`src/rtl/core/assert_macros.svh`:
```
// assertion macros used by the top-level rtl file
`ifndef ASSERT_MACROS_SVH
`define ASSERT_MACROS_SVH
`ifndef SYNTHESIS
`define BGC_ASSERT(lbl, clk, rstn, prop) \
  lbl: assert property (@(posedge clk) disable iff (!rstn) prop) \
    else $error("assertion failed");
`define BGC_ASSERT_NEVER(lbl, clk, rstn, cond) \
  lbl: assert property (@(posedge clk) disable iff (!rstn) !(cond)) \
    else $error("forbidden condition seen");
`else
`define BGC_ASSERT(lbl, clk, rstn, prop)
`define BGC_ASSERT_NEVER(lbl, clk, rstn, cond)
`endif
`endif

```
`src/rtl/core/bgc_pkg.sv`:
```
// types and constants of the button gesture classifier
`default_nettype none
package bgc_pkg;

  localparam int unsigned TIME_BITS  = 48;
  localparam int unsigned THR_BITS   = 24;
  localparam int unsigned CNT_BITS   = 32;
  localparam int unsigned CODE_BITS  = 3;
  localparam int unsigned ADDR_BITS  = 4;
  localparam int unsigned APB_BITS   = 32;
  // stream words padded up to whole bytes
  localparam int unsigned IN_TDATA   = ((TIME_BITS + 1 + 7) / 8) * 8;
  localparam int unsigned OUT_TDATA  = ((CNT_BITS + CODE_BITS + 7) / 8) * 8;

  localparam logic [THR_BITS-1:0] LONG_PRESS_RST   = 24'd1000000;
  localparam logic [THR_BITS-1:0] DOUBLE_CLICK_RST = 24'd400000;

  typedef enum logic [1:0] {
    REG_LONG_PRESS   = 2'd0,
    REG_DOUBLE_CLICK = 2'd1,
    REG_EVENTS_EN    = 2'd2,
    REG_UNUSED       = 2'd3
  } reg_idx_e;

  typedef enum logic [CODE_BITS-1:0] {
    EV_NONE         = 3'd0,
    EV_SINGLE       = 3'd1,
    EV_DOUBLE       = 3'd2,
    EV_LONG_PRESS   = 3'd3,
    EV_LONG_RELEASE = 3'd4
  } event_e;

  typedef struct packed {
    logic [THR_BITS-1:0] long_press_us;
    logic [THR_BITS-1:0] double_click_us;
    logic                events_enable;
  } cfg_t;

  typedef struct packed {
    event_e              event_code;
    logic [CNT_BITS-1:0] events_reported;
  } result_t;

endpackage
`default_nettype wire

```
`src/rtl/core/bgc_cfg_regs.sv`:
```
// apb register file for thresholds and enable
`default_nettype none
module bgc_cfg_regs (
  input  wire logic                           clk_i,
  input  wire logic                           rst_ni,
  input  wire logic                           psel,
  input  wire logic                           penable,
  input  wire logic                           pwrite,
  input  wire logic [bgc_pkg::ADDR_BITS-1:0]  paddr,
  input  wire logic [bgc_pkg::APB_BITS-1:0]   pwdata,
  output logic      [bgc_pkg::APB_BITS-1:0]   prdata,
  output logic                                pready,
  output bgc_pkg::cfg_t                       cfg_o
);

  bgc_pkg::cfg_t     cfg_q, cfg_d;
  bgc_pkg::reg_idx_e idx;
  logic              wr_en;

  assign idx   = bgc_pkg::reg_idx_e'(paddr[3:2]);
  assign wr_en = psel && penable && pwrite;

  always_comb begin
    cfg_d = cfg_q;
    if (wr_en) begin
      case (idx)
        bgc_pkg::REG_LONG_PRESS:   cfg_d.long_press_us   = pwdata[bgc_pkg::THR_BITS-1:0];
        bgc_pkg::REG_DOUBLE_CLICK: cfg_d.double_click_us = pwdata[bgc_pkg::THR_BITS-1:0];
        bgc_pkg::REG_EVENTS_EN:    cfg_d.events_enable   = pwdata[0];
        default:                   cfg_d = cfg_q;
      endcase
    end
  end

  always_ff @(posedge clk_i or negedge rst_ni) begin
    if (!rst_ni) begin
      cfg_q.long_press_us   <= bgc_pkg::LONG_PRESS_RST;
      cfg_q.double_click_us <= bgc_pkg::DOUBLE_CLICK_RST;
      cfg_q.events_enable   <= 1'b1;
    end else begin
      cfg_q <= cfg_d;
    end
  end

  always_comb begin
    case (idx)
      bgc_pkg::REG_LONG_PRESS:   prdata = bgc_pkg::APB_BITS'(cfg_q.long_press_us);
      bgc_pkg::REG_DOUBLE_CLICK: prdata = bgc_pkg::APB_BITS'(cfg_q.double_click_us);
      bgc_pkg::REG_EVENTS_EN:    prdata = bgc_pkg::APB_BITS'(cfg_q.events_enable);
      default:                   prdata = '0;
    endcase
  end

  assign pready = 1'b1;
  assign cfg_o  = cfg_q;

endmodule
`default_nettype wire

```
`src/rtl/core/bgc_in_reg.sv`:
```
// input register stage for poll samples
`default_nettype none
module bgc_in_reg (
  input  wire logic                           clk_i,
  input  wire logic                           rst_ni,
  input  wire logic                           s_valid_i,
  output logic                                s_ready_o,
  input  wire logic                           level_i,
  input  wire logic [bgc_pkg::TIME_BITS-1:0]  time_i,
  input  wire logic                           advance_i,
  output logic                                valid_o,
  output logic                                level_o,
  output logic      [bgc_pkg::TIME_BITS-1:0]  time_o
);

  logic                          valid_q, valid_d;
  logic                          level_q;
  logic [bgc_pkg::TIME_BITS-1:0] time_q;
  logic                          take;

  // slot frees up when its word moves on this cycle
  assign s_ready_o = !valid_q || advance_i;
  assign take      = s_valid_i && s_ready_o;

  always_comb begin
    valid_d = valid_q;
    if (take) begin
      valid_d = 1'b1;
    end else if (advance_i) begin
      valid_d = 1'b0;
    end
  end

  always_ff @(posedge clk_i or negedge rst_ni) begin
    if (!rst_ni) begin
      valid_q <= 1'b0;
    end else begin
      valid_q <= valid_d;
    end
  end

  always_ff @(posedge clk_i) begin
    if (take) begin
      level_q <= level_i;
      time_q  <= time_i;
    end
  end

  assign valid_o = valid_q;
  assign level_o = level_q;
  assign time_o  = time_q;

endmodule
`default_nettype wire

```
`src/rtl/core/bgc_core.sv`:
```
// gesture state and single-pass classification of one sample
`default_nettype none
module bgc_core (
  input  wire logic                           clk_i,
  input  wire logic                           rst_ni,
  input  wire logic                           step_i,
  input  wire logic                           level_i,
  input  wire logic [bgc_pkg::TIME_BITS-1:0]  time_i,
  input  wire bgc_pkg::cfg_t                  cfg_i,
  output bgc_pkg::result_t                    res_o,
  output logic      [bgc_pkg::CNT_BITS-1:0]   total_o
);

  logic                          held_q, held_d;
  logic                          long_rep_q, long_rep_d;
  logic                          pending_q, pending_d;
  logic [bgc_pkg::TIME_BITS-1:0] press_q, press_d;
  logic [bgc_pkg::TIME_BITS-1:0] first_q, first_d;
  logic [bgc_pkg::CNT_BITS-1:0]  total_q, total_d;

  logic                          pressed;
  logic [bgc_pkg::TIME_BITS-1:0] el_press, el_first;
  logic [bgc_pkg::TIME_BITS-1:0] long_thr, dbl_thr;
  logic                          is_long, in_window, first_moved, timed_out;
  bgc_pkg::event_e               ev, ev_out;

  assign pressed  = !level_i;
  assign el_press = time_i - press_q;
  assign el_first = time_i - first_q;
  assign long_thr = bgc_pkg::TIME_BITS'(cfg_i.long_press_us);
  assign dbl_thr  = bgc_pkg::TIME_BITS'(cfg_i.double_click_us);
  assign is_long   = el_press >= long_thr;
  assign in_window = el_first < dbl_thr;

  always_comb begin
    held_d      = held_q;
    long_rep_d  = long_rep_q;
    pending_d   = pending_q;
    press_d     = press_q;
    first_d     = first_q;
    first_moved = 1'b0;
    ev          = bgc_pkg::EV_NONE;
    if (pressed && !held_q) begin
      held_d     = 1'b1;
      press_d    = time_i;
      long_rep_d = 1'b0;
    end else if (!pressed && held_q) begin
      held_d = 1'b0;
      if (is_long) begin
        ev        = bgc_pkg::EV_LONG_RELEASE;
        pending_d = 1'b0;
      end else if (!pending_q || !in_window) begin
        // first click, or a second one too late: restart the window
        pending_d   = 1'b1;
        first_d     = time_i;
        first_moved = 1'b1;
      end else begin
        ev        = bgc_pkg::EV_DOUBLE;
        pending_d = 1'b0;
      end
    end else if (pressed && held_q) begin
      if (!long_rep_q && is_long) begin
        ev         = bgc_pkg::EV_LONG_PRESS;
        long_rep_d = 1'b1;
        pending_d  = 1'b0;
      end
    end
    // elapsed since a freshly set first click is zero
    timed_out = first_moved ? (dbl_thr == '0) : !in_window;
    if (pending_d && !held_d && timed_out) begin
      ev        = bgc_pkg::EV_SINGLE;
      pending_d = 1'b0;
    end
    ev_out  = cfg_i.events_enable ? ev : bgc_pkg::EV_NONE;
    total_d = (ev_out != bgc_pkg::EV_NONE) ? total_q + 1'b1 : total_q;
  end

  always_ff @(posedge clk_i or negedge rst_ni) begin
    if (!rst_ni) begin
      held_q     <= 1'b0;
      long_rep_q <= 1'b0;
      pending_q  <= 1'b0;
      press_q    <= '0;
      first_q    <= '0;
      total_q    <= '0;
    end else if (step_i) begin
      held_q     <= held_d;
      long_rep_q <= long_rep_d;
      pending_q  <= pending_d;
      press_q    <= press_d;
      first_q    <= first_d;
      total_q    <= total_d;
    end
  end

  assign res_o.event_code      = ev_out;
  assign res_o.events_reported = total_d;
  assign total_o               = total_q;

endmodule
`default_nettype wire

```
`src/rtl/core/bgc_out_reg.sv`:
```
// result register driving the output stream
`default_nettype none
module bgc_out_reg (
  input  wire logic                  clk_i,
  input  wire logic                  rst_ni,
  input  wire logic                  load_i,
  input  wire bgc_pkg::result_t      res_i,
  output logic                       free_o,
  output logic                       m_valid_o,
  input  wire logic                  m_ready_i,
  output bgc_pkg::result_t           res_o
);

  logic             valid_q, valid_d;
  bgc_pkg::result_t res_q;

  assign free_o = !valid_q || m_ready_i;

  always_comb begin
    valid_d = valid_q;
    if (load_i) begin
      valid_d = 1'b1;
    end else if (m_ready_i) begin
      valid_d = 1'b0;
    end
  end

  always_ff @(posedge clk_i or negedge rst_ni) begin
    if (!rst_ni) begin
      valid_q <= 1'b0;
    end else begin
      valid_q <= valid_d;
    end
  end

  always_ff @(posedge clk_i) begin
    if (load_i) begin
      res_q <= res_i;
    end
  end

  assign m_valid_o = valid_q;
  assign res_o     = res_q;

endmodule
`default_nettype wire

```
`src/rtl/core/button_gesture_classifier.sv`:
```
// top level of the button gesture classifier
// usage:
//   slave stream takes one poll sample per word: raw active-low pin level and
//   a 48-bit microsecond timestamp that wraps. every sample gives exactly one
//   result word on the master stream: a gesture code (none, single click,
//   double click, long press, long release) and the running event count.
//   thresholds and the enable live in three apb registers (0x0 long press us,
//   0x4 double click us, 0x8 events enable); write them only while idle.
//   a word accepted into the input register is classified as it moves on
//   into the result register, which drives the master side.
//   throughput: one word per cycle unless stalled; classification is one pass
//   of compares and 48-bit subtractions between the input and result registers.
//   stall: when the master side is held off, the result register keeps its
//   word, the input register holds one more, and s_axis_tready drops.
//   reset: registers return to 1000000 us, 400000 us and enabled; the gesture
//   state goes to released with no click pending and a zero event count.
`default_nettype none
`include "assert_macros.svh"
module button_gesture_classifier (
  input  wire logic                           clk_i,
  input  wire logic                           rst_ni,
  // slave stream
  input  wire logic                           s_axis_tvalid,
  output logic                                s_axis_tready,
  // [0] button_level, [48:1] time_us, [55:49] zero
  input  wire logic [bgc_pkg::IN_TDATA-1:0]   s_axis_tdata,
  // master stream
  output logic                                m_axis_tvalid,
  input  wire logic                           m_axis_tready,
  // [2:0] event_code, [34:3] events_reported, [39:35] zero
  output logic      [bgc_pkg::OUT_TDATA-1:0]  m_axis_tdata,
  // apb configuration port
  input  wire logic                           psel,
  input  wire logic                           penable,
  input  wire logic                           pwrite,
  input  wire logic [bgc_pkg::ADDR_BITS-1:0]  paddr,
  input  wire logic [bgc_pkg::APB_BITS-1:0]   pwdata,
  output logic      [bgc_pkg::APB_BITS-1:0]   prdata,
  output logic                                pready
);

  bgc_pkg::cfg_t                 cfg;
  bgc_pkg::result_t              res, res_out;
  logic                          in_valid, in_level, advance, step;
  logic [bgc_pkg::TIME_BITS-1:0] in_time;
  logic [bgc_pkg::CNT_BITS-1:0]  total;

  bgc_cfg_regs u_cfg (
    .clk_i   (clk_i),
    .rst_ni  (rst_ni),
    .psel    (psel),
    .penable (penable),
    .pwrite  (pwrite),
    .paddr   (paddr),
    .pwdata  (pwdata),
    .prdata  (prdata),
    .pready  (pready),
    .cfg_o   (cfg)
  );

  // input register: takes a new word while the previous one moves on
  bgc_in_reg u_in (
    .clk_i     (clk_i),
    .rst_ni    (rst_ni),
    .s_valid_i (s_axis_tvalid),
    .s_ready_o (s_axis_tready),
    .level_i   (s_axis_tdata[0]),
    .time_i    (s_axis_tdata[bgc_pkg::TIME_BITS:1]),
    .advance_i (advance),
    .valid_o   (in_valid),
    .level_o   (in_level),
    .time_o    (in_time)
  );

  // gesture state advances only when the result register can take the word
  assign step = in_valid && advance;

  bgc_core u_core (
    .clk_i   (clk_i),
    .rst_ni  (rst_ni),
    .step_i  (step),
    .level_i (in_level),
    .time_i  (in_time),
    .cfg_i   (cfg),
    .res_o   (res),
    .total_o (total)
  );

  bgc_out_reg u_out (
    .clk_i     (clk_i),
    .rst_ni    (rst_ni),
    .load_i    (step),
    .res_i     (res),
    .free_o    (advance),
    .m_valid_o (m_axis_tvalid),
    .m_ready_i (m_axis_tready),
    .res_o     (res_out)
  );

  assign m_axis_tdata = {
    (bgc_pkg::OUT_TDATA - bgc_pkg::CNT_BITS - bgc_pkg::CODE_BITS)'(0),
    res_out.events_reported,
    res_out.event_code
  };

  // a reported event bumps the count by exactly one, otherwise it holds
  `BGC_ASSERT(a_count_step, clk_i, rst_ni,
    step |-> (res.events_reported == total + ((res.event_code != bgc_pkg::EV_NONE) ? 1 : 0)))
  // nothing is reported while events are disabled
  `BGC_ASSERT_NEVER(a_quiet_when_off, clk_i, rst_ni,
    step && !cfg.events_enable && (res.event_code != bgc_pkg::EV_NONE))
  // a sample blocked by a full result register stays in the input register
  `BGC_ASSERT(a_in_hold, clk_i, rst_ni, (in_valid && !advance) |=> in_valid)

endmodule
`default_nettype wire
```
`config.mk`:
```
export PLATFORM = sky130hd
export DESIGN_NAME = button_gesture_classifier
export DESIGN_NICKNAME = d
export VERILOG_FILES = /design/src/rtl/core/bgc_pkg.sv /design/src/rtl/core/bgc_cfg_regs.sv /design/src/rtl/core/bgc_in_reg.sv /design/src/rtl/core/bgc_core.sv /design/src/rtl/core/bgc_out_reg.sv /design/src/rtl/core/button_gesture_classifier.sv
export VERILOG_INCLUDE_DIRS = /design/src /design/src/rtl/core
export SDC_FILE = /design/constraint.sdc
export NUM_CORES = 1
export LEC_CHECK = 0
export ABC_CLOCK_PERIOD_IN_PS = 10450
export BUFFER_PORTS_ARGS = -buffer_cell sky130_fd_sc_hd__clkbuf_2
export CAP_MARGIN = 20
export CELL_PAD_IN_SITES_DETAIL_PLACEMENT = 1
export CELL_PAD_IN_SITES_GLOBAL_PLACEMENT = 1
export CORE_MARGIN = 2
export CORE_UTILIZATION = 35
export DETAILED_ROUTE_END_ITERATION = 10
export PLACE_DENSITY = 0.66
export SLEW_MARGIN = 0
export SYNTH_ARGS = -nofsm -noshare
export SYNTH_HDL_FRONTEND = slang
export SYNTH_SLANG_ARGS = --single-unit
```
`constraint.sdc`:
```
create_clock -name clk_i -period 10.45 [get_ports clk_i]
set_clock_uncertainty 0.15 [all_clocks]
set_input_delay 0.5225 -clock clk_i [delete_from_list [all_inputs] [get_ports clk_i]]
set_output_delay 0.5225 -clock clk_i [all_outputs]
set_load 0.05 [all_outputs]
```
==> results of run 1 <==
==> stage by stage <==
stage	hold slack, ns	instance area [um^2]	setup WS [ns]
2_1_floorplan	0.0769	18600	4.51
3_3_place_gp	0.324	19800	2.94
3_5_place_dp	0.331	19800	2.75
4_1_cts	0.00649	21500	2.71
5_1_grt	0.0276	21500	2.23
6_report	0.0375	21500	2.68
==> routing by layer <==
| layer | share of wire [%] | vias up | wire length, um | track usage [%] |
|---|---|---|---|---|
| met1 | 47 | 7794 | 27200 | 28.8 |
| met2 | 47 | 293 | 26700 | 35.1 |
| met3 | 3.3 | 84 | 1900 | 2.58 |
| li1 | - | 7662 | - | - |
| met5 | 0 | - | 0 | 0 |
| met4 | 2.7 | 0 | 1530 | 6.23 |
==> area by class of cell <==
class,instances,share of cell area (%)
timing repair buffer,200,6.02
clock inverter,16,1.03
tap,688,4.01
sequential,266,33.0
clock buffer,45,4.44
multi-input combinational,1536,48.5
inverter,168,2.94
==> path summary, 6_finish.rpt <==
check / startpoint / end / slack [ns] / cells after the start
worst max-delay path: u_in.time_o[0]$_DFFE_PP_ / u_out.res_o[1]$_DFFE_PP_ / 2.68 / 23
worst min-delay path: s_axis_tdata[47] / u_in.time_o[46]$_DFFE_PP_ / 0.04 / 1
worst max register to register: u_in.time_o[0]$_DFFE_PP_ / u_out.res_o[1]$_DFFE_PP_ / 2.68 / 23
worst min register to register: u_core.first_q[14]$_DFFE_PN0P_ / u_core.first_q[14]$_DFFE_PN0P_ / 0.34 / 1
max in group asynchronous: rst_ni / u_core.press_q[34]$_DFFE_PN0P_ / 7.73 / 4
min in group asynchronous: rst_ni / u_cfg.cfg_o[5]$_DFFE_PN0P_ / 0.37 / 2
==> flip-flops by register name, summed over array words and instances (netlist names), 32 cells and up <==
name            cells
u_cfg.cfg_o        49
u_core.first_q     48
u_core.press_q     48
u_in.time_o        48
u_out.res_o        35
u_core.total_o     32
==> power by group <==
part	switching, mW	internal, mW	total [mW]
Combinational	1.04	0.574	1.61
Clock	0.463	0.768	1.23
Sequential	0.106	1.23	1.33
Total	1.61	2.57	4.18
==> cells in the final DEF, fill, tap and decap left out, drive strengths merged, types with 15 or more instances in the layout <==
cell	Yosys	routed
nand2	219	219
clkbuf	64	186
inv	168	171
dfrtp	168	168
o21ai	158	158
ha	142	142
a21oi	141	141
nor2	126	126
edfxtp	84	84
xnor2	82	82
mux2	81	81
nand4	74	74
nand3	66	66
dlygate4sd3	0	48
nor3	40	40
xor2	39	39
and3	34	34
mux2i	33	33
a211oi	22	22
o21a	20	20
o211ai	19	19
nand2b	18	18
a21o	15	15
nor4	15	15
==> logic make-up after synthesis <==
logic type,synth area share [%]
adders and majority gates,9.77
AOI/OAI and AO/OA,16.4
buffers and inverters,6.13
muxes,6.70
DFF,38.1
and+or+nand+nor,17.1
other,0.0404
xor gates and xnor gates,5.70
==> metrics.md, run 1 <==
| Metric | Value |
|---|---|
| Fin. max-slew vios | 0 |
| Total Nets Final | around 2400 |
| ANT cells | 0 |
| Synth-to-Final Area Change | 15.5% |
| Post-Syn Instances | 2065 |
| # DRC | 0 |
| # Post-CTS Setup Buffers | 0 |
| RSZ-0062 raised after global routing | no |
| Sequential Area | 7090 um^2 |
| Clock net sink count | 266 |
| Clock buffer depth | 3 |
| Vias/cell | 5.42 |
| Post-synth EDFFs | 84 |
| IO Count | around 170 |
| FMAX | 129 MHz |
| Power Dens Cells | ~200 nW/um^2 |
| Share of the clock period used by the worst path | 74.4% |
| VDD IR max | 0.000130 V |
| Top-count cell post-synth | nand2_1 |
| Antenna violations before repair | 2 |
| Startpoint Class | flop |
| Total vias in the final route | 15800 |
| Initial Utilization | 35.4% |
| Crit Path Class | flop to flop |
| Worst EP required | 10.58 ns |
| Setup TNS | 0 ns |
| Non-Filler Instances | 2919 |
| Worst path max stage delay | approximately 0.86 ns |
| Core footprint | 52600 um^2 |
| Total GRT Usage | 21.1% |
| Antenna-violating nets left | 0 |
| WL/cell | 19.6 um |
| Final setup violation count | 0 |
| Core Util, Final | between 40% and 50% |
| TritonCTS clock tree | built |
| Worst path slowest cell | nor4_1 |
| Delay-heaviest family, CP | simple AND/OR/NAND/NOR gates |
| Syn avg cell area | around 9.0 um^2 |
| Synth Flop Type | dfrtp_1 |
| Ys Warns | 0 |
| CTS Hold Bufs | 48 |
| Row count | 84 |
| Worst EP arrival | 7.90 ns |
| Fill count | ~6000 |
| IO Port Bufs | 142 |
| Critical-path cell list | inv_1, ha_1, inv_1, fa_1, a21o_1, a221oi_1, nand4b_1, nand2_1, a31oi_1, o21ai_0, xor2_1, ha_1, and4_1, a221oi_1, o22a_1, nand4_1, nor4_1, nand4_1, nor4_1, and4_1, or3_2, nand2_1, mux2_1 |
| Post-Place Cells | ~2800 |
| Area of the multi-input gates | 10400 um^2 |
| H-tree depth | 2 |
| Crit. End Element | flop |
| Seq cells post-synth | 266 |
| Least-Margin Pin Slew | about 1.1 ns |
| Chip width | 235 um |
| Relative slew slack | 28.2% |
| Drt total wl | 57300 um |
| Die height | 235 um |
| Number of global-route vias before repair | 16500 |
| Max_cap viols | 0 |
| Fin crit period | 7.77 ns |
| Unique masters post-synth | 87 |
| Synthesized cell area | roughly 19000 um^2 |
| CTS root buffer | clkbuf_16 |
| First-pass GRT wire length | approximately 90000 um |
| Total global routing overflow | 0 |
| Cts repair resizes | 0 |
| Synth area leader | dfrtp_1 |
| Largest net degree at the start of global routing | 96 |
| Reg clk slew, reported paths | 0.06 ns |
| Total CTS buffers | 34 |
| Hold Violations, Final | 0 |
| Routability cong. | 0.896 |
| Tot Pwr | 4.18 mW |
| Commonest cells post-synth | 218 x nand2_1, 168 x dfrtp_1, 168 x inv_1 |
| Die area | 55000 um^2 |
| Worst-Skew Late Latency | 0.54 ns |
| DR pass1 iterations | 5 |
| Post-synthesis sequential area ratio | 38.1% |
| DR iter-0 viols | between 700 and 800 |
| Worst hold path type | input port to flop |
| Yosys top cell area share | 22.6% |
| CP Buf/Inv Count | 2 |
| Layout cells sized above 1 | 14.3% |
| Largest cells by area after synthesis | dfrtp_1 23%, edfxtp_1 14%, ha_1 9.6%, nand2_1 4.4%, mux2_2 4.3% |
| Async SR Flop Fraction | 68.4% |
| DP HPWL | 45300 um |
| Status | finished clean |
| P_leak | slightly above 9 nW |
| CP Max Fanout | 62 |
No activity file was read; power rests on OpenSTA's default activity.
==> inputs of run 2 (changes only) <==
- ABC_CLOCK_PERIOD_IN_PS: 10450 -> 6500
- PLACE_DENSITY: 0.66 -> 0.68
- clock period: 10.45 -> 6.5 ns (I/O delays scaled with it)
==> run 2 against run 1 <==
  * Die area stayed put
  * Register-to-register slack worse by 2.4 ns
  * Core utilization up 1.6 points
  * Clock power grew 62%
  * Combinational power grew 69%
  * Sequential cell count unchanged
  * Via count rose by 3.7%
  * Hold slack improved by 0.10 ns
  * Setup slack lost 2.4 ns
==> metrics.md, run 2 (synthesis gave the netlist of run 1 again) <==
| Metric | Value |
|---|---|
| Crit. End Element | flop |
| Fill count | 6139 (-0.23%) |
| Sequential fraction of design power | 31.3% (-0.6 points) |
| Total vias in the final route | 16400 (+3.7%) |
| Dpl ws | -0.109 ns (-2.86 ns) |
| Worst EP required | 6.79 ns (-3.79 ns) |
| Fin crit period | 6.25 ns (-1.53 ns) |
| WL/cell | 20.3 um (+3.4%) |
| Worst hold path type | input port to flop |
| Antenna-violating nets left | 0 (unchanged) |
| Core footprint | 52600 um^2 (unchanged) |
| Clock buffer depth | 3 (unchanged) |
| P_leak | 9.55 nW (+4.6%) |
| Row count | 84 (unchanged) |
| Critical-path cell list | inv_1, ha_1, inv_1, fa_1, a211oi_2, o21ai_2, buf_4, o311ai_2, and3_1, xnor2_1, ha_1, nand4_1, or4_1, o221ai_1, a2111oi_2, o2111ai_1, nor4_1, nand4_1, or4_1, or4_1, nand3_4, buf_12, mux2_2 |
| Hold Violations, Final | 0 (unchanged) |
| ANT cells | 0 (unchanged) |
| Worst path slowest cell | or4_1 |
| Total GRT Usage | 22.1% (+0.93 points) |
| Power Dens Cells | 307 nW/um^2 (+58%) |
| WHS | 0.137 ns (+0.0997 ns) |
| Largest net degree at the start of global routing | 96 (unchanged) |
| Clock net sink count | 266 (unchanged) |
| Hold path cells | 4 (+3) |
| Cell Int Power | 4.18 mW (+63%) |
| Chip width | 235 um (unchanged) |
| Relative slew slack | 35.0% (+6.8 points) |
| Clock power frac | 29.1% (-0.4 points) |
| Die area | 55000 um^2 (unchanged) |
| VDD IR max | 0.000222 V (+71%) |
| Total global routing overflow | 0 (unchanged) |
| P_sw | 2.68 mW (+67%) |
| Reg2reg path depth | 23 (unchanged) |
| Status | finished clean |
| Worst EP arrival | 6.53 ns (-1.37 ns) |
| Commonest non-fill, non-tap cell in the layout | nand2_1 |
| Antenna violations before repair | 0 (-2) |
| Setup TNS | 0 ns (unchanged) |
| DP HPWL | 47100 um (+4.1%) |
| Most frequent cells in the layout | 218 x nand2_1, 168 x inv_1, 168 x dfrtp_1 |
| Fin. max-slew vios | 0 (unchanged) |
| Routability cong. | 0.878 (-2.0%) |
| Most used cell, CP | or4_1 |
| # DRC | 0 (unchanged) |
| Worst-Skew Late Latency | 0.56 ns (+0.02 ns) |
| TritonCTS clock tree | built |
| Final setup violation count | 0 (unchanged) |
| Post-layout worst setup margin | 0.254 ns (-2.42 ns) |
| Worst path max stage delay | 0.57 ns (-0.29 ns) |
| IO Port Bufs | 142 (unchanged) |
| Startpoint Class | flop |
| CTS root buffer | clkbuf_16 |
| DR iter-0 viols | 815 (+3.3%) |
| Drt total wl | 61000 um (+6.3%) |
| Synth-to-Final Area Change | 20.0% |
| Reg clk slew, reported paths | 0.06 ns (about the same) |
| IO Count | 174 (unchanged) |
| Max_cap viols | 0 (unchanged) |
| Total CTS buffers | 35 (+2.9%) |
| Number of global-route vias before repair | 17000 (+2.9%) |
| H-tree depth | 2 (unchanged) |
| Layout cells sized above 1 | 16.7% (+2.5 points) |
| Crit Path Class | flop to flop |
| Least-Margin Pin Slew | 0.975 ns (-0.102 ns) |
| Share of the clock period used by the worst path | 96.1% (+22 points) |
| Total Nets Final | 2529 (+3.3%) |
| Initial Utilization | 35.4% (unchanged) |
| CP Max Fanout | 16 (-74%) |
| Largest register FFs | 49 (unchanged) |
| FMAX | 160 MHz (+24%) |
| Die height | 235 um (unchanged) |
| DR pass1 iterations | 4 (-1) |
| Vias/cell | 5.47 (+0.82%) |
| Combinational group share of total power | 39.6% (+1.0 points) |
| Switching part of the total | 39.1% (+0.61 points) |
| First-pass GRT wire length | 94500 um (+3.5%) |
[run 2: power groups by stage]
stage	Combinational (mW)	Sequential, mW	Clock [mW]
floorplan	1.81	2.15	0
global placement	2.53	2.16	0
detailed placement	2.62	2.18	0
CTS	2.70	2.15	2.05
global route	3.00	2.18	2.12
finish	2.72	2.15	1.99
[run 2: metal layers]
metal | up-vias | global-route usage [%] | part of all wire [%]
met2 | 306 | 37.2 | 47
met4 | 0 | 6.25 | 2.5
met3 | 79 | 2.53 | 3.3
li1 | 7838 | - | -
met5 | - | 0 | 0
met1 | 8188 | 29.8 | 47
[run 2: worst paths after layout]
path	startpoint	slack [ns]	endpoint
setup / recovery	u_in.time_o[0]$_DFFE_PP_	0.25	u_core.first_q[1]$_DFFE_PN0P_
hold / removal	penable	0.14	u_cfg.cfg_o[0]$_DFFE_PN1P_
setup reg to reg	u_in.time_o[0]$_DFFE_PP_	0.25	u_core.first_q[1]$_DFFE_PN0P_
hold reg to reg	u_core.total_o[31]$_DFFE_PN0P_	0.35	u_core.total_o[31]$_DFFE_PN0P_
max in group asynchronous	rst_ni	4.68	u_core.first_q[42]$_DFFE_PN0P_
min in group asynchronous	rst_ni	0.22	u_cfg.cfg_o[29]$_DFFE_PN0P_
[run 2: critical path, delay by kind of cell (launching register included)]
family	cells	cell delay (ns)
xor+xnor	1	0.17
flops	1	0.40
compound gates	6	1.35
buf+inv	4	0.51
mux	1	0.35
simple gates	8	2.30
fa+ha+maj	3	0.89
[run 2: what timing repair did]
item                       CTS  global route
gates resized for setup      6            16
pin swaps                    0             7
setup endpoints to repair   49           111
buffers inserted             0             1
hold endpoints to repair   159             0
hold buffers                77             0
cloned                       0             2
[run 2: cell type report]
class                           instances  area [um^2]  area share, %
Clock buffer                           50         1050           4.72
Clock inverter                         14          144          0.645
Inverter                              168          631           2.82
Multi-Input combinational cell       1536        10500           47.1
Sequential cell                       266         7090           31.8
Tap cell                              688          861           3.86
Timing Repair Buffer                  279         2020           9.07
[run 2: stage by stage]
step                      total power [mW]  util [%]  instances  area [um^2]
final                                 6.86      42.5       3001        22300
after global routing                  7.30      42.5       3001        22300
after global placement                4.69      38.4       2856        20200
after CTS                             6.89      42.2       2998        22200
after detailed placement              4.80      38.4       2857        20200
after floorplan                       3.97         -       2077        18600
==> inputs of run 3 (changes only) <==
- PLACE_DENSITY: 0.68 -> not set
- PLACE_DENSITY_LB_ADDON: not set -> 0.1
- SLEW_MARGIN: 0 -> 10
==> run 3 against run 2 <==
  * Highest routed layer unchanged
  * Wire length decreased by 0.41%
  * Sequential power hardly changed
  * Largest cell class unchanged
  * Sequential share of layout area increased by 0.13 points
  * Via count decreased by 1.5%
  * Non-clock buffer count is 13 higher
==> metrics.md, run 3 (synthesis gave the netlist of run 1 again) <==
| Metric | Value |
|---|---|
| TritonCTS clock tree | built |
| Clock power frac | 27.0% (-2.1 points) |
| Crit Path Class | flop to flop |
| Status | finished clean |
| Worst R2R End | u_core.first_q[5]$_DFFE_PN0P_ |
| Worst EP arrival | 6.43 ns (-0.10 ns) |
| Clock net sink count | 266 (unchanged) |
| # Post-CTS Setup Buffers | 0 (unchanged) |
| Final setup violation count | 0 (unchanged) |
| Max_cap viols | 0 (unchanged) |
| DP HPWL | 47100 um (about the same) |
| Largest register FFs | 49 (unchanged) |
| Hold path cells | 4 (unchanged) |
| Die height | 235 um (unchanged) |
| Power Dens Cells | 303 nW/um^2 (-1.2%) |
| Reg2reg path depth | 22 (-4.3%) |
| Critical-path cell list | ha_1, and2_1, a221oi_2, nand2_2, a221oi_4, o21ai_0, a21oi_1, o21bai_1, xor2_1, ha_1, nand4_1, or4_1, o221ai_1, a2111oi_1, o2111ai_1, nor4_1, nand4_1, or4_1, or4_1, nand3_2, buf_12, mux2_2 |
| # DRC | 0 (unchanged) |
| Total GRT Usage | 22.2% (+0.18 points) |
| Hold endpoint | u_cfg.cfg_o[0]$_DFFE_PN1P_ |
| CP Max Fanout | 49 (+33) |
| RSZ-0062 raised after global routing | no |
| Worst-Skew Late Latency | 0.55 ns (about the same) |
| Largest net degree at the start of global routing | 72 (-25%) |
| FF-to-FF Start | u_in.time_o[4]$_DFFE_PP_ |
| Combinational group share of total power | 41.1% (+1.5 points) |
| Tot Pwr | 6.75 mW (-1.6%) |
| VDD IR max | 0.000201 V (-9.6%) |
| IO Count | 174 (unchanged) |
| P_sw | 2.68 mW (about the same) |
| Worst hold path type | input port to flop |
| Initial Utilization | 35.4% (unchanged) |
| IO Port Bufs | 142 (unchanged) |
| CTS root buffer | clkbuf_16 |
| Hold Violations, Final | 0 (unchanged) |
| Most frequent cells in the layout | 218 x nand2_1, 168 x inv_1, 168 x dfrtp_1 |
| Fill count | 6084 (-0.90%) |
| Relative slew slack | 34.4% (-0.64 points) |
| Vias/cell | 5.36 (-1.9%) |
| Fin crit period | 6.16 ns (-0.0890 ns) |
| Delay-heaviest family, CP | simple AND/OR/NAND/NOR gates |
| Switching part of the total | 39.7% (+0.61 points) |
| Worst path slowest cell | or4_1 |
| Core footprint | 52600 um^2 (unchanged) |
| WL/cell | 20.1 um (-0.87%) |
| Commonest non-fill, non-tap cell in the layout | nand2_1 |
| Chip width | 235 um (unchanged) |
| Sequential fraction of design power | 31.9% (+0.6 points) |
| FMAX | 162 MHz (+1.4%) |
| Worst R2R Setup Slack | 0.34 ns (+0.09 ns) |
| Hold path start | penable |
| Clock buffer depth | 3 (unchanged) |
| Share of the clock period used by the worst path | 94.7% (-1.4 points) |
| Crit. End Element | flop |
| Total CTS buffers | 35 (unchanged) |
| Drt total wl | 60700 um (-0.41%) |
| Worst EP required | 6.77 ns (-0.02 ns) |
| Fin. max-slew vios | 0 (unchanged) |
| Total Nets Final | 2542 (+0.51%) |
| H-tree depth | 2 (unchanged) |
| P_leak | 9.51 nW (-0.41%) |
| Layout cells sized above 1 | 16.6% (-0.086 points) |
| Synth-to-Final Area Change | 19.5% |
| Antenna violations before repair | 2 (+2) |
| Post-Place Cell Area | 20300 um^2 (+0.48%) |
| First-pass GRT wire length | 95200 um (+0.72%) |
| Design area | 22200 um^2 (-0.42%) |
| DR iter-0 viols | 838 (+2.8%) |
| Number of global-route vias before repair | 16800 (-1.1%) |
| CP Buf/Inv Count | 1 (-3) |
| Cell Int Power | 4.07 mW (-2.6%) |
| Row count | 84 (unchanged) |
| Least-Margin Pin Slew | 0.985 ns (+0.00958 ns) |
| Routability cong. | 0.883 (+0.58%) |
| Reg clk slew, reported paths | 0.06 ns (about the same) |
| Worst path max stage delay | 0.55 ns (-0.02 ns) |
| Total vias in the final route | 16200 (-1.5%) |
| Most used cell, CP | or4_1 |
| DR pass1 iterations | 5 (+1) |
| Antenna-violating nets left | 0 (unchanged) |
| Total global routing overflow | 0 (unchanged) |
| Die area | 55000 um^2 (unchanged) |
| Startpoint Class | flop |
[run 3: worst max-delay path by stage]
stage,startpoint,to,slack [ns],cells after the start
after floorplan,u_in.time_o[4]$_DFFE_PP_,u_core.first_q[14]$_DFFE_PN0P_,0.56,23
after global placement,u_in.time_o[0]$_DFFE_PP_,u_out.res_o[4]$_DFFE_PP_,0.06,25
after detailed placement,u_in.time_o[0]$_DFFE_PP_,u_out.res_o[26]$_DFFE_PP_,-0.07,24
after CTS,u_in.time_o[0]$_DFFE_PP_,u_out.res_o[3]$_DFFE_PP_,0.02,26
after global routing,u_in.time_o[0]$_DFFE_PP_,u_out.res_o[4]$_DFFE_PP_,0.007,25
final,u_in.time_o[4]$_DFFE_PP_,u_core.first_q[5]$_DFFE_PN0P_,0.34,22
[run 3: metrics by stage]
stage	setup TNS, ns	hold slack (ns)	worst slack (ns)	util [%]	cells
final	0	0.173	0.343	42.3	3015
after global routing	0	0.185	0.00693	42.3	3014
after CTS	0	0.146	0.0198	42.2	3013
after detailed placement	-0.935	0.202	-0.0698	38.6	2873
after global placement	0	0.195	0.0641	38.6	2872
after floorplan	0	-0.121	0.563	-	2077
[run 3: layout make-up]
type	instances	area [um^2]	share of cell area, %
diodes	2	5.00	0.0225
flip-flops and latches	266	7090	31.9
clock inverters	8	45.0	0.203
clock buffers	55	1020	4.60
well taps	688	861	3.87
repair buffers	292	2070	9.31
multi-input cells	1536	10500	47.2
inverters	168	631	2.84
[run 3: worst reg2reg max path, cell delays in order (launching register included)]
cell       delay [ns]
edfxtp_1         0.40
ha_1             0.33
and2_1           0.19
a221oi_2         0.29
nand2_2          0.15
a221oi_4         0.28
o21ai_0          0.17
a21oi_1          0.23
o21bai_1         0.11
xor2_1           0.15
ha_1             0.32
nand4_1          0.12
or4_1            0.20
o221ai_1         0.15
a2111oi_1        0.34
o2111ai_1        0.17
nor4_1           0.20
nand4_1          0.23
or4_1            0.55
or4_1            0.46
nand3_2          0.13
buf_12           0.23
mux2_2           0.47
[run 3: per-layer routing]
layer	wire length, um	track usage, %	vias to the layer above
met5	0	0	-
met4	1480	6.82	0
li1	-	-	7845
met3	1750	2.24	73
met1	29600	31.2	8011
met2	27900	36.2	239
[run 3: timing repair]
| item | in CTS | in global routing |
|---|---|---|
| pin swaps | 0 | 7 |
| endpoints found under the hold margin | 157 | 0 |
| resized for setup | 3 | 14 |
| hold buffers | 77 | 0 |
| setup endpoints to repair | 29 | 113 |
[run 3: power by group through the flow]
stage,clock network [mW],registers (mW),logic (mW)
after floorplan,0,2.15,1.81
after global placement,0,2.17,2.62
after detailed placement,0,2.18,2.68
after CTS,1.89,2.15,2.74
after global routing,1.95,2.18,3.08
final,1.82,2.15,2.77
